`src/hdl/prt_pkg.sv`:
```
// ----------------------------------------------------------------------------
// prt_pkg: shared types and constants of the page replacement table
// Status codes, policy codes, sequencer states and default sizes.
// ----------------------------------------------------------------------------
package prt_pkg;

   localparam int PageCountDefault  = 64;
   localparam int PoolDepthDefault  = 16;
   localparam int FrameCountDefault = 256;

   localparam logic [2:0] ST_HIT   = 3'd0;
   localparam logic [2:0] ST_FREE  = 3'd1;
   localparam logic [2:0] ST_EVICT = 3'd2;
   localparam logic [2:0] ST_PUSH  = 3'd3;
   localparam logic [2:0] ST_ERR   = 3'd4;

   localparam logic [1:0] POL_FIFO = 2'd0;
   localparam logic [1:0] POL_LRU  = 2'd1;
   localparam logic [1:0] POL_LFU  = 2'd2;

   localparam logic REG_POLICY = 1'b0;
   localparam logic REG_PAGES  = 1'b1;

   typedef enum logic [2:0] {
      S_IDLE,
      S_LOOK,
      S_SCAN,
      S_SCAN_LAST,
      S_KILL,
      S_FILL,
      S_OUT
   } state_type;

endpackage

```
`src/hdl/prt_csr.sv`:
```
// ----------------------------------------------------------------------------
// prt_csr: configuration registers
// Holds the replacement policy and the scan width behind an APB-style port.
// ----------------------------------------------------------------------------
module prt_csr
   import prt_pkg::*;
(
   input  logic        clock,
   input  logic        reset,
   input  logic        psel,
   input  logic        penable,
   input  logic        pwrite,
   input  logic [2:0]  paddr,
   input  logic [31:0] pwdata,
   output logic [31:0] prdata,
   output logic        pready,
   output logic [1:0]  policy,
   output logic [6:0]  pages_in_use
);

   logic [1:0] policy_ff;
   logic [6:0] pages_ff;
   logic       wr;

   assign pready = 1'b1;
   assign wr = psel && penable && pwrite;

   always_ff @(posedge clock) begin
      if (reset) begin
         policy_ff <= POL_FIFO;
         pages_ff  <= 7'd64;
      end else if (wr) begin
         if (paddr[2] == REG_POLICY) policy_ff <= pwdata[1:0];
         else                        pages_ff  <= pwdata[6:0];
      end
   end

   always_comb begin
      prdata = '0;
      if (paddr[1:0] == 2'b00) begin
         if (paddr[2] == REG_POLICY) prdata = {30'd0, policy_ff};
         else                        prdata = {25'd0, pages_ff};
      end
   end

   assign policy = policy_ff;
   assign pages_in_use = pages_ff;

endmodule

```
`config.mk`:
```
export PLATFORM = sky130hd
export DESIGN_NAME = prt_csr
export DESIGN_NICKNAME = d
export VERILOG_FILES = /design/src/hdl/prt_pkg.sv /design/src/hdl/prt_csr.sv
export SDC_FILE = /design/constraint.sdc
export NUM_CORES = 1
export LEC_CHECK = 0
export BUFFER_PORTS_ARGS = -buffer_cell sky130_fd_sc_hd__buf_2
export CAP_MARGIN = 15
export CORE_MARGIN = 1
export CORE_UTILIZATION = 29
export CTS_CLUSTER_DIAMETER = 120
export DETAILED_ROUTE_END_ITERATION = 10
export HOLD_SLACK_MARGIN = 0.02
export PLACE_DENSITY_LB_ADDON = 0.2
export REMOVE_ABC_BUFFERS = 1
export SYNTH_ARGS = -nofsm -noshare
export SYNTH_HDL_FRONTEND = slang
export SYNTH_SLANG_ARGS = --single-unit
```
`constraint.sdc`:
```
create_clock -name clock -period 0.83 [get_ports clock]
set_input_delay 0.166 -clock clock [delete_from_list [all_inputs] [get_ports clock]]
set_output_delay 0.166 -clock clock [all_outputs]
set_load 0.02 [all_outputs]
```
==> key figures <==
Run status
  • Status: finished, violations left
  • Failing checks: setup timing

Critical path
  • FF-to-FF End: pages_in_use[3]
  • CP endpoint: prdata[1]
  • Reg2Reg Depth: 4
  • Setup CP Type: flip-flop to output port
  • Critical Path RT: 0.66 ns
  • Crit path launch type: flip-flop
  • Setup crit start: policy[1]
  • Reg2reg setup slack: 0.05 ns
  • WP data arrival: 1.02 ns
  • Critical Path End Type: output port
  • Worst Path Max Fanout: 2
  • Worst r2r src: pages_in_use[3]

Routing
  • Vias per cell: 3.98
  • Vias: 581
  • Antenna-violating nets left: 0
  • Routed len/inst: 9.29 um
  • Iter 0 DRT Violations: 1
  • 1st-pass router iterations: 2
  • Final wirelength: 1360 um
  • DRC viols: 0

Final layout
  • Commonest cells after routing, fill and taps aside: conb_1 (26), buf_6 (21), buf_2 (15)
  • Antenna diodes: 0
  • Fill cells: 235
  • Commonest non-fill, non-tap cell in the layout: conb_1
  • Register area: 191 um^2
  • Area of the multi-input gates: 377 um^2
  • Layout cells sized above 1: 0.517
  • Final instance area: 986 um^2
  • Net count, final: 159
  • Area grow syn2layout: 42.5%

Clock network
  • Root Driver: clkbuf_4
  • Total CTS buffers: 3
  • H-Tree Depth: 1
  • TritonCTS clock tree: yes
  • Clock transition at path regs: 0.07 ns
  • Clk_lat worst skew: 0.26 ns
  • Clock sinks: 9
  • Clock Path Buffers: 2

STA
  • Fin worst setup slack: -0.359 ns
  • Final hold violation count: 0
  • Final Skew: 0 ns
  • RSZ-0062 raised after global routing: true
  • Max Slew Vio Count: 0
  • Final Cycle Share: 1.43
  • Setup TNS: -3.17 ns
  • Endpoints failing setup: 16
  • Final min period: 1.19 ns
  • Max Clock Freq: 0.841 GHz

Pwr
  • Peak supply drop: 0.475 mV
  • Leakage: 0.000496 uW
  • Power per cell area: 1090 nW/um^2

Yosys
  • Xor and xnor area share after synthesis: 0
  • Top cell type's share of synthesized area: 0.282
  • Netlist Area Pre-Place: 692 um^2
  • Post-synthesis mux area share: 0.159
  • Simple-gate portion of the synthesized area: 0.244
  • Avg Inst Size Synth: 8.99 um^2
  • Most area-consuming cells after synthesis: buf_4 (28%), dfxtp_1 (26%), mux2i_1 (16%), nand2b_1 (13%), and3_2 (5.4%)
  • Number of distinct library cells after synthesis: 13
  • #FFs+latches synth: 9
  • Compound-Gate Fraction of Synth Area: 0
  • Area share of fa/ha/maj cells after synthesis: 0
  • Largest family of logic cells by synthesized area: buffers and inverters
  • Area leader, netlist: buf_4
  • Syn Inst Count: 77
  • Seq/Total Area, Yosys: 0.260
  • Yosys warns: 0

Placed design
  • Placement Cell Area: 810 um^2
  • Placer Congestion: 0.699
  • Port bufs: 30
  • Detailed Place HPWL: 1030 um

Global routing
  • First-pass GRT wire length: 2100 um
  • Grt total ovfl: 0
  • Global router's overall resource usage: 0.109
  • Initial antenna violation count: 0
  • Largest net degree at the start of global routing: 17
  • Vias in the first global route: 515

Die
  • Initial core utilization: 0.310
  • Core Area: 2230 um^2
  • Die Width: 50.8 um
  • Site row count: 17
  • Die area: 2590 um^2
  • Die Y: 50.8 um
  • Boundary Pins: 82

Job
  • Max-cap violations: 0

Worst hold path
  • Hold Path Class: primary input to flip-flop
## layout make-up
cell class	instances	share of cell area
flip-flops and latches	9	0.194
well taps	28	0.0355
clock buffers	4	0.0266
repair buffers	42	0.362
multi-input cells	63	0.382
## worst max-delay path, cell delays in order (launching register included)
cell     delay [ns]
dfxtp_2        0.34
mux2i_1        0.07
nor3_1         0.17
buf_4          0.18
## sequential cells by signal, summed over array words and instances (netlist names)
register / flops
pages_in_use: 7
policy: 2
## repair_timing
| item | CTS | global route |
|---|---|---|
| buffers inserted | 2 | 2 |
| hold buffers | 0 | 0 |
| gates resized for setup | 44 | 2 |
| setup endpoints to repair | 16 | 16 |
## worst min path at each step
| stage | startpoint | slack, ns | depth (start not counted) | end |
|---|---|---|---|---|
| after floorplan | pwdata[2] | 0.32 | 2 | pages_in_use[2] |
| after global placement | pwdata[6] | 0.42 | 3 | pages_in_use[6] |
| after detailed placement | pwdata[5] | 0.44 | 3 | pages_in_use[5] |
| after CTS | pwdata[5] | 0.14 | 3 | pages_in_use[5] |
| after global routing | pwdata[2] | 0.15 | 3 | pages_in_use[2] |
| final | pwdata[5] | 0.15 | 3 | pages_in_use[5] |
## cell families (layout without fill, tap and decap cells)
kind of cell,after synthesis,after routing
and+or+nand+nor,26,26
muxes,11,11
other,2,26
DFF,9,9
buffers and inverters,29,46
## per-stage QoR
stage | util | total power (uW) | setup WS (ns) | hold WS [ns] | cells
6_report | 0.441 | 1080 | -0.359 | 0.150 | 146
5_1_grt | 0.441 | 1150 | -0.436 | 0.148 | 146
4_1_cts | 0.437 | 1090 | -0.379 | 0.142 | 145
3_5_place_dp | 0.362 | 706 | -0.218 | 0.437 | 139
3_3_place_gp | 0.362 | 705 | -0.183 | 0.423 | 139
2_1_floorplan | - | 620 | -0.345 | 0.321 | 72
## metal layers
layer | vias up | track usage | part of all wire
met1 | 265 | 0.133 | 0.45
met4 | 0 | 0.0556 | 0.0029
met3 | 2 | 0.0268 | 0.058
met5 | - | 0 | 0
met2 | 31 | 0.178 | 0.49
li1 | 283 | - | -
## report_power, final
group | leakage, uW | switching, uW | internal, uW
clock | 0.0000150 | 167 | 186
combinational | 0.000405 | 177 | 98.9
sequential | 0.0000763 | 6.11 | 443
## cells in the mapped netlist (all sizes together)
cell type / instances
nor2: 3
and4: 1
mux2i: 11
conb: 2
and4b: 1
nor3: 2
buf: 28
dfxtp: 9
clkbuf: 1
and3: 5
nand2b: 14
(Power assumes the default switching activity.)
